**src/rtl/hhgs_pkg.sv**
```systemverilog
// Package for the hysteresis gear stepper: codes, constants and shared types.
package hhgs_pkg;

    localparam int DEFAULT_MAX_GEAR = 4;

    localparam int GEAR_W   = 3;
    localparam int COUNT_W  = 8;
    localparam int THRESH_W = 20;
    localparam int SAMPLE_W = 24;
    localparam int MODE_W   = 2;
    localparam int CFG_IDX_W  = 3;
    localparam int CFG_DATA_W = 20;
    localparam int IN_TDATA_W  = 24;
    localparam int OUT_TDATA_W = 24;

    localparam logic [THRESH_W-1:0] OFF_THRESHOLD = 20'd999999;
    localparam logic [COUNT_W-1:0]  FALLBACK_HOLD = 8'd4;
    localparam logic [COUNT_W-1:0]  COUNT_MAX     = 8'd255;

    // Boost mode codes.
    localparam logic [MODE_W-1:0] MODE_OFF    = 2'd0;
    localparam logic [MODE_W-1:0] MODE_NORMAL = 2'd1;
    localparam logic [MODE_W-1:0] MODE_AGGR   = 2'd2;

    // Input item kinds.
    localparam logic KIND_TICK    = 1'b0;
    localparam logic KIND_RELEASE = 1'b1;

    // Configuration register indexes.
    localparam logic [CFG_IDX_W-1:0] REG_BOOST_MODE       = 3'd0;
    localparam logic [CFG_IDX_W-1:0] REG_NORMAL_THRESHOLD = 3'd1;
    localparam logic [CFG_IDX_W-1:0] REG_NORMAL_ON_HOLD   = 3'd2;
    localparam logic [CFG_IDX_W-1:0] REG_NORMAL_OFF_HOLD  = 3'd3;
    localparam logic [CFG_IDX_W-1:0] REG_AGGR_THRESHOLD   = 3'd4;
    localparam logic [CFG_IDX_W-1:0] REG_AGGR_ON_HOLD     = 3'd5;
    localparam logic [CFG_IDX_W-1:0] REG_AGGR_OFF_HOLD    = 3'd6;

    typedef struct packed {
        logic [GEAR_W-1:0]  gear;
        logic [COUNT_W-1:0] over;
        logic [COUNT_W-1:0] under;
    } hhgs_state_t;

    typedef struct packed {
        logic [MODE_W-1:0]   mode;
        logic [THRESH_W-1:0] normal_threshold;
        logic [COUNT_W-1:0]  normal_on_hold;
        logic [COUNT_W-1:0]  normal_off_hold;
        logic [THRESH_W-1:0] aggr_threshold;
        logic [COUNT_W-1:0]  aggr_on_hold;
        logic [COUNT_W-1:0]  aggr_off_hold;
    } hhgs_cfg_t;

endpackage

```
**src/rtl/hhgs_step.sv**
```systemverilog
// One item's update of gear and hold counters, with the profile selection.
module hhgs_step #(
    parameter int MAX_GEAR = hhgs_pkg::DEFAULT_MAX_GEAR
) (
    input  hhgs_pkg::hhgs_cfg_t                 cfg,
    input  hhgs_pkg::hhgs_state_t               state,
    input  logic                                kind,
    input  logic [hhgs_pkg::SAMPLE_W-1:0]       rate_sample,
    output hhgs_pkg::hhgs_state_t               state_next,
    output logic [hhgs_pkg::THRESH_W-1:0]       threshold
);
    import hhgs_pkg::*;

    localparam logic [GEAR_W-1:0] MAX_GEAR_L = GEAR_W'(MAX_GEAR);

    logic [COUNT_W-1:0]  on_hold;
    logic [COUNT_W-1:0]  down_hold;
    logic                is_high;
    logic                is_low;
    logic [SAMPLE_W+2:0] sample_x5;
    logic [COUNT_W-1:0]  over_inc;
    logic [COUNT_W-1:0]  under_inc;

    always_comb
    begin
        case (cfg.mode)
            MODE_AGGR:
            begin
                threshold = cfg.aggr_threshold;
                on_hold   = cfg.aggr_on_hold;
                down_hold = cfg.aggr_off_hold;
            end
            MODE_NORMAL:
            begin
                threshold = cfg.normal_threshold;
                on_hold   = cfg.normal_on_hold;
                down_hold = cfg.normal_off_hold;
            end
            default:
            begin
                threshold = OFF_THRESHOLD;
                on_hold   = FALLBACK_HOLD;
                down_hold = FALLBACK_HOLD;
            end
        endcase
    end

    // High level is threshold*16 in Q.4; the low level at 80% is tested as
    // sample*5 < threshold*64, which needs no fraction.
    assign sample_x5 = {1'b0, rate_sample, 2'b00} + {3'b000, rate_sample};
    assign is_high   = rate_sample >= {threshold, 4'b0000};
    assign is_low    = sample_x5 < {1'b0, threshold, 6'b000000};
    assign over_inc  = (state.over == COUNT_MAX) ? COUNT_MAX : state.over + 8'd1;
    assign under_inc = (state.under == COUNT_MAX) ? COUNT_MAX : state.under + 8'd1;

    always_comb
    begin
        state_next = state;
        if (kind == KIND_RELEASE || cfg.mode == MODE_OFF)
        begin
            state_next = '0;
        end
        else if (is_high)
        begin
            state_next.under = '0;
            state_next.over  = over_inc;
            if (over_inc >= on_hold && state.gear < MAX_GEAR_L)
            begin
                state_next.gear = state.gear + 3'd1;
                state_next.over = '0;
            end
        end
        else if (is_low)
        begin
            state_next.over  = '0;
            state_next.under = under_inc;
            if (under_inc >= down_hold && state.gear != '0)
            begin
                state_next.gear  = state.gear - 3'd1;
                state_next.under = '0;
            end
        end
        else
        begin
            state_next.over  = '0;
            state_next.under = '0;
        end
    end

endmodule

```
**src/rtl/hold_hysteresis_gear_stepper.sv**
```systemverilog
// Top level of the hysteresis gear stepper: stream ports, registers, config.
//
// The block steps a boost gear between 0 and MAX_GEAR from a stream of rate
// samples. Each input item on the s_ channel is either a rate sample tick
// (s_tuser = 0, sample in s_tdata as unsigned Q.4 kbps) or a release
// (s_tuser = 1) that clears the gear and both hold counters. Every item
// produces exactly one result item on the m_ channel carrying the gear after
// that item and the threshold of the profile in use (999999 when boost is off).
// An item is taken into an input register, the update runs in
// combinational logic, and the result lands in an output register, so
// m_tvalid rises once the item has moved from the input register into the
// output register. One item per cycle is sustained while the receiver takes
// results; the only loop is the gear/counter state register. The output
// register parts the two sides: while the receiver stalls, one more item
// is held in the input register and s_tready drops only when both registers
// are full. Configuration writes via cfg_we/cfg_index/cfg_data take effect
// at the next edge and are expected only while no item is in flight. Reset
// clears the gear, both counters and both pipeline valids and loads the
// register defaults (boost off).
module hold_hysteresis_gear_stepper #(
    parameter int MAX_GEAR = hhgs_pkg::DEFAULT_MAX_GEAR
) (
    input  logic                                 clk,
    input  logic                                 rst_n,
    input  logic                                 s_tvalid,
    output logic                                 s_tready,
    input  logic [hhgs_pkg::IN_TDATA_W-1:0]      s_tdata,   // [23:0] rate_sample
    input  logic                                 s_tuser,   // [0] kind
    output logic                                 m_tvalid,
    input  logic                                 m_tready,
    output logic [hhgs_pkg::OUT_TDATA_W-1:0]     m_tdata,   // [2:0] gear_level,
                                                            // [22:3] active_threshold
    input  logic                                 cfg_we,
    input  logic [hhgs_pkg::CFG_IDX_W-1:0]       cfg_index,
    input  logic [hhgs_pkg::CFG_DATA_W-1:0]      cfg_data
);
    import hhgs_pkg::*;

    hhgs_cfg_t             cfg_reg;
    hhgs_state_t           state_reg;
    hhgs_state_t           state_next;
    logic                  in_valid_reg;
    logic                  in_kind_reg;
    logic [SAMPLE_W-1:0]   in_sample_reg;
    logic                  out_valid_reg;
    logic [GEAR_W-1:0]     out_gear_reg;
    logic [THRESH_W-1:0]   out_thresh_reg;
    logic [THRESH_W-1:0]   thresh_next;
    logic                  advance;

    // The input register moves forward whenever the output register is free
    // or is being emptied in this cycle.
    assign advance  = in_valid_reg && (!out_valid_reg || m_tready);
    assign s_tready = !in_valid_reg || advance;

    assign m_tvalid = out_valid_reg;
    assign m_tdata  = {1'b0, out_thresh_reg, out_gear_reg};

    hhgs_step #(
        .MAX_GEAR (MAX_GEAR)
    ) u_step (
        .cfg         (cfg_reg),
        .state       (state_reg),
        .kind        (in_kind_reg),
        .rate_sample (in_sample_reg),
        .state_next  (state_next),
        .threshold   (thresh_next)
    );

    // Input register.
    always_ff @(posedge clk or negedge rst_n)
    begin
        if (!rst_n)
        begin
            in_valid_reg <= 1'b0;
        end
        else if (s_tready)
        begin
            in_valid_reg <= s_tvalid;
        end
    end

    always_ff @(posedge clk)
    begin
        if (s_tready && s_tvalid)
        begin
            in_kind_reg   <= s_tuser;
            in_sample_reg <= s_tdata[SAMPLE_W-1:0];
        end
    end

    // Gear and counter state, updated once per item that moves forward.
    always_ff @(posedge clk or negedge rst_n)
    begin
        if (!rst_n)
        begin
            state_reg     <= '0;
            out_valid_reg <= 1'b0;
        end
        else
        begin
            if (advance)
            begin
                state_reg     <= state_next;
                out_valid_reg <= 1'b1;
            end
            else if (m_tready)
            begin
                out_valid_reg <= 1'b0;
            end
        end
    end

    always_ff @(posedge clk)
    begin
        if (advance)
        begin
            out_gear_reg   <= state_next.gear;
            out_thresh_reg <= thresh_next;
        end
    end

    // Configuration registers; writes to unused indexes are dropped.
    always_ff @(posedge clk or negedge rst_n)
    begin
        if (!rst_n)
        begin
            cfg_reg.mode             <= MODE_OFF;
            cfg_reg.normal_threshold <= 20'd500;
            cfg_reg.normal_on_hold   <= 8'd4;
            cfg_reg.normal_off_hold  <= 8'd4;
            cfg_reg.aggr_threshold   <= 20'd250;
            cfg_reg.aggr_on_hold     <= 8'd2;
            cfg_reg.aggr_off_hold    <= 8'd4;
        end
        else if (cfg_we)
        begin
            case (cfg_index)
                REG_BOOST_MODE:       cfg_reg.mode             <= cfg_data[MODE_W-1:0];
                REG_NORMAL_THRESHOLD: cfg_reg.normal_threshold <= cfg_data[THRESH_W-1:0];
                REG_NORMAL_ON_HOLD:   cfg_reg.normal_on_hold   <= cfg_data[COUNT_W-1:0];
                REG_NORMAL_OFF_HOLD:  cfg_reg.normal_off_hold  <= cfg_data[COUNT_W-1:0];
                REG_AGGR_THRESHOLD:   cfg_reg.aggr_threshold   <= cfg_data[THRESH_W-1:0];
                REG_AGGR_ON_HOLD:     cfg_reg.aggr_on_hold     <= cfg_data[COUNT_W-1:0];
                REG_AGGR_OFF_HOLD:    cfg_reg.aggr_off_hold    <= cfg_data[COUNT_W-1:0];
                default:              ;
            endcase
        end
    end

    // The gear never leaves its range.
    a_gear_range: assert property (@(posedge clk) disable iff (!rst_n)
        state_reg.gear <= GEAR_W'(MAX_GEAR))
        else $error("gear above maximum");

    // A sample clears one counter whenever it moves the other.
    a_counts_exclusive: assert property (@(posedge clk) disable iff (!rst_n)
        !(state_reg.over != '0 && state_reg.under != '0))
        else $error("both hold counters nonzero");

    // A release or a tick with boost off leaves everything cleared.
    a_clear: assert property (@(posedge clk) disable iff (!rst_n)
        (advance && (in_kind_reg == KIND_RELEASE || cfg_reg.mode == MODE_OFF))
        |=> (state_reg == '0 && out_gear_reg == '0))
        else $error("state not cleared");

    // State changes only when an item moves through.
    a_state_hold: assert property (@(posedge clk) disable iff (!rst_n)
        !advance |=> $stable(state_reg))
        else $error("state changed without an item");

    // The reported gear is the stored gear.
    a_out_matches: assert property (@(posedge clk) disable iff (!rst_n)
        advance |=> (out_gear_reg == state_reg.gear))
        else $error("result gear differs from state");

endmodule
```
**config.mk**
```make
export PLATFORM = sky130hd
export DESIGN_NAME = hold_hysteresis_gear_stepper
export DESIGN_NICKNAME = d
export VERILOG_FILES = /design/src/rtl/hhgs_pkg.sv /design/src/rtl/hhgs_step.sv /design/src/rtl/hold_hysteresis_gear_stepper.sv
export SDC_FILE = /design/constraint.sdc
export NUM_CORES = 1
export LEC_CHECK = 0
export BUFFER_PORTS_ARGS = -buffer_cell sky130_fd_sc_hd__buf_4
export CORE_ASPECT_RATIO = 1.25
export CORE_UTILIZATION = 62
export CTS_BUF_LIST = sky130_fd_sc_hd__clkbuf_4 sky130_fd_sc_hd__clkbuf_8
export DETAILED_ROUTE_END_ITERATION = 10
export GPL_TIMING_DRIVEN = 0
export PLACE_DENSITY_LB_ADDON = 0.25
export SYNTH_ARGS = -nofsm -noshare
export SYNTH_HDL_FRONTEND = slang
export SYNTH_SLANG_ARGS = --single-unit
```
**constraint.sdc**
```tcl
create_clock -name clk -period 4.67 [get_ports clk]
set_input_delay 0.467 -clock clk [delete_from_list [all_inputs] [get_ports clk]]
set_output_delay 0.467 -clock clk [all_outputs]
set_load 0.05 [all_outputs]
```
After elaboration in Yosys (flattened, before gate mapping):

Index checks and enable logic that the tools add are counted.

* register bits after elaboration: 143
* output and inout port bits: 26
* word-level logic and storage cells: 70

* $add $sub $neg: 5
* $lt $le $gt $ge: 5
* eq/ne operators: 10
* mux-type cells: 14
* reductions and logical operators: 20

Operator list (number)
* $pmux 20 s2: 1
* $mux 19: 2
* $mux 8: 4
* $pmux 8 s2: 2
* $add 26x24->27: 1
* $lt 27x26->1: 1
* $ge 24x24->1: 1
* $add 8x1->8 const B: 2
* $eq 8x8->1 const B: 2
* $ge 8x8->1: 2
* $reduce_and 2->1: 7
* $mux 11: 1
* $eq 3x3->1 const B: 3
* $eq 3x2->1 const B: 2
* $mux 3: 2
* $logic_and 1x1->1: 4
* $add 3x1->3 const B: 1
* $eq 3x1->1 const B: 1
* $logic_not 3->1: 1
* $logic_or 1x1->1: 3
* $lt 3x3->1 const B: 1
* $reduce_bool 3->1: 1
* $sub 3x1->3 const B: 1
* $eq 2x1->1 const B: 1
* other kinds (5): 7

Depth between registers and ports, before layout:

* depth after elaboration: 8
* gate-level depth with buffers: 18
* mapped depth without buffers: 18

Modules after synthesis:

From an unflattened synthesis, not the netlist that was laid out.

* cells, all modules: 759
* area, all modules: 8415.6 µm²

By module, submodules not included
* hold_hysteresis_gear_stepper: times used 1, cells an instance 262, area each 5054.8 µm², sequential area each 3838.7 µm²
* hhgs_step: times used 1, cells an instance 497, area each 3360.7 µm², sequential area each 0.0 µm²

Worst setup path before layout:

Ideal clock, no wire load.

* kind: reg2reg
* start point: register in_sample_reg[7]
* end point: register state_reg[17] in the netlist's numbering
* library setup time: 0.071 ns
* arrival: 4.057 ns
* path slack: 0.542 ns
* stages on the path, launching flop included: 19
* period minus slack after synthesis: 4.128 ns
* path through: edfxtp_1 -> ha_1 -> a21oi_1 -> o21ai_0 -> a2111oi_2 -> nor2_1 -> nor2_1 -> o211ai_1 -> a21oi_1 -> xnor2_1 -> ha_1 -> a21o_1 -> a21o_1 -> a21oi_1 -> o21ai_0 -> a22oi_1 -> nand4_1 -> or4_1 -> nand4_1

* word-level cells in the longest chain between the ends: 5

RTL lines
* start, declared: RTL line hold_hysteresis_gear_stepper.sv:44 `logic [SAMPLE_W-1:0] in_sample_reg;`
* start signal, assigned: RTL line hold_hysteresis_gear_stepper.sv:88 `in_sample_reg <= s_tdata[SAMPLE_W-1:0];`
* $add 26x24->27: RTL line hhgs_step.sv:50 `assign sample_x5 = {1'b0, rate_sample, 2'b00} + {3'b000, rate_sample};`
* $lt 27x26->1: RTL line hhgs_step.sv:52 `assign is_low = sample_x5 < {1'b0, threshold, 6'b000000};`
* $mux 3: RTL line hhgs_step.sv:73 `else if (is_low)`
* $mux 19 *: RTL line hhgs_step.sv:63 `else if (is_high)`
* $mux 19 *: RTL line hhgs_step.sv:59 `if (kind == KIND_RELEASE || cfg.mode == MODE_OFF)`
* end signal, assigned: RTL line hold_hysteresis_gear_stepper.sv:104 `state_reg <= state_next;`
* end, declared: RTL line hold_hysteresis_gear_stepper.sv:40 `hhgs_state_t state_reg;`

Every way passes the cells marked *; elsewhere a longest branch is shown, timed or not.
A chain may end at the register's enable or synchronous reset.

==> flow_summary.toml <==
[status]
status = "completed"

[sta]
max_slew.worst_pin.slew_ps = 1269
setup_tns_ps = 0
hold_viol = 0
timing.fmax_ghz = 0.2200
slew_headroom = 0.1521
finClkSkew_ps = 11.83
setup_viol_count_final = 0
setup_slack_ps = 125.5
min_period_ps = 4544
drv_slew = 0
min_period_over_period = 0.9731

[synth]
synth_top_family_by_area = "adder cells"
synth-seq-cells = 143
ys_warn_count = 0
synthMuxAreaShare = 0.1024
yosys.area_share.simple = 0.1248
synthFlopType = "dfrtp_1"
synthTopCellsByCount = "ha_1 (84), nand2_1 (82), dfrtp_1 (79)"
synth_area_leaders = "dfrtp_1 (24%), edfxtp_1 (18%), ha_1 (13%), mux2_2 (9.9%), dfstp_2 (5.2%)"
yosys.cell_count.top_type = "ha_1"
syn_avg_cell_area_um2 = 11.22
synth_enable_flop_cells = 48
synth-xor-area-share = 0.02469
syn_nets = 864
seq_area_frac_synth = 0.4704
async_reset_ff_frac = 0.6643
synth_area_um2 = 8160
synth_top_area_cell = "dfrtp_1"
synth_compound_area_frac = 0.1213
yosysUniqueCellTypes = 59
netlist.area_leader.share = 0.2423
synthAdderAreaFrac = 0.1288
synthCells = 727

[cts]
htreeDepth = 4
cts-hold-fix-buffers = 0
numCtsBuffers = 17
tritoncts = "built"
clk_latency_ps = 460
root_buffer = "clkbuf_8"
path_clk_slew_ps = 80
cts_max_path_buffers = 2
clock_sinks = 143

[setup_path]
required_ps = 4980
crit_fanout = 4
endpoint_kind = "register"
worst-path-buf-inv = 3
worstRegToRegCells = 19
rr_startpoint = "in_sample_reg[2]"
r2r-end = "out_gear_reg[1]"
cp_cell_sequence = "ha_2 > o21ai_4 > a221oi_4 > a2111oi_4 > buf_4 > o31ai_4 > a21oi_2 > inv_1 > a21oi_1 > xnor2_1 > ha_1 > or3_1 > o2111ai_1 > nand4_1 > a41oi_2 > nand4_1 > buf_4 > mux2_4 > a21oi_1"
crit_family = "compound AO/OA/AOI/OAI gates"
max_stage_delay_ps = 440
start_kind = "register"
crit_type = "reg -> reg"
r2r_slack_ps = 130
arrival_ps = 4860
crit_slowest_cell = "edfxtp_1"

[placed_design]
gp_congestion = 0.8683
dpl.hpwl_um = 13540
place_ws_ps = -258.5
placed_cell_area_um2 = 8934
numPortBuffers = 75

[power]
peakVddDrop_uv = 303.8
cellPowerDensity_nw_per_um2 = 442.6
p_switching_mw = 1.531
p_comb_frac = 0.372
leakage_nw = 4.181
sw_frac_of_total = 0.3658
intPower_mw = 2.655
power.total_mw = 4.186
pwr-share-clk = 0.228
p_seq_frac = 0.400

[die]
start_util = 0.6387
fp.dieH_um = 130.3
die-area_um2 = 13630
rows = 46
core_area_um2 = 12780
num_io_pins = 79
fp.dieW_um = 104.6

[detailed_routing]
drtAntennaViolNets = 0
drt_iter0_drc = 293
drc = 0
dr.pass1.iters = 5
wl_per_cell_um = 18.84
vias = 6146
wirelength_um = 19000
vias_per_cell = 6.097

[final_layout]
largest_reg_flops = 74
final_util = 0.7403
antenna_cells = 0
design_area_um2 = 9459
drive_above_1_share = 0.2690
layout.nets = 964
area_delta_synth_final_pct = 15.92

[hold_path]
min_path_type = "in -> reg"
whs_endpoint = "in_sample_reg[1]"
hold_start = "s_tdata[1]"
hold_depth = 1

[global_route]
antenna_found_initial = 0
gr-total-overflow = 0
grtUsageTotal = 0.2892
grt_start_max_net_pins = 96
grt_pass1_wl_um = 30440
grt_pass1_vias = 6381

[run]
maxCapViolCount = 0
[cells by family after synthesis]
family,after synthesis
simple gates,207
flops,143
compound gates,139
fa+ha+maj,84
mux,74
buf+inv,56
xor+xnor,23
other cells,1
[per-stage QoR]
stage | hold slack [ps] | instances
floorplan | 171.4 | 727
global placement | 475.5 | 970
detailed placement | 494.0 | 970
CTS | 164.5 | 1004
global route | 154.7 | 1008
finish | 181.5 | 1008
[worst max path at each step]
stage               slack (ps)             start               to  depth (start not counted)
floorplan                  540  in_sample_reg[7]    state_reg[17]                         18
global placement          -120  in_sample_reg[7]    state_reg[17]                         18
detailed placement        -260  in_sample_reg[5]    state_reg[17]                         16
CTS                         30       cfg_reg[72]  out_gear_reg[1]                         16
global route               -70  in_sample_reg[7]  out_gear_reg[1]                         19
finish                     130  in_sample_reg[2]  out_gear_reg[1]                         19
[layout by cell type, fill, tap and decap left out, drive strengths merged, types with 8 or more instances in the layout]
| cell type | count |
|---|---|
| xnor2 | 15 |
| nor2 | 28 |
| and3 | 9 |
| dfstp | 16 |
| buf | 84 |
| nand2b | 10 |
| nand3 | 22 |
| a21oi | 38 |
| dfrtp | 79 |
| ha | 84 |
| nand2 | 82 |
| nor3 | 12 |
| a22o | 35 |
| clkbuf | 36 |
| edfxtp | 48 |
| xor2 | 8 |
| clkinv | 8 |
| mux2 | 73 |
| o21ai | 20 |
| inv | 36 |
| nand4 | 13 |
[worst reg2reg max path, delay by kind of cell, from the launching register on]
family	cells	cell delay [ps]
AO/OA/AOI/OAI	9	1740
XOR/XNOR	1	150
adder cells (fa/ha/maj)	2	600
buffers and inverters	3	480
flip-flops	1	440
multiplexers	1	260
AND/OR/NAND/NOR	3	730
[layout make-up]
| type | count | area (um^2) |
|---|---|---|
| buffer | 21 | 92.59 |
| inverter | 34 | 127.6 |
| multi-input combinational | 528 | 4197 |
| tap | 168 | 210.2 |
| fill | 861 | 3318 |
| clock inverter | 15 | 143.9 |
| clock buffer | 17 | 234.0 |
| sequential | 143 | 3839 |
| timing repair buffer | 82 | 615.6 |
[repair_timing]
| item | 4_1_cts | 5_1_grt |
|---|---|---|
| buffers inserted | 2 | 5 |
| endpoints found under the hold margin | 0 | 0 |
| pin swaps | 2 | 11 |
| gates resized for setup | 6 | 17 |
| endpoints found under the setup margin | 19 | 22 |
[power groups by stage]
stage / sequential, mW / clock, mW / combinational [mW]
floorplan: 1.79 / 0 / 0.938
finish: 1.67 / 0.956 / 1.56
CTS: 1.67 / 0.963 / 1.52
global route: 1.70 / 1.02 / 1.71
global placement: 1.68 / 0 / 1.40
detailed placement: 1.70 / 0 / 1.48
[metal layers]
layer	GRT usage	wire (um)	up-vias
li1	-	-	2890
met1	0.3440	8008	3033
met2	0.5095	9571	179
met3	0.05245	822	44
met4	0.1425	592	0
met5	0	0	-
(Power assumes the default switching activity.)
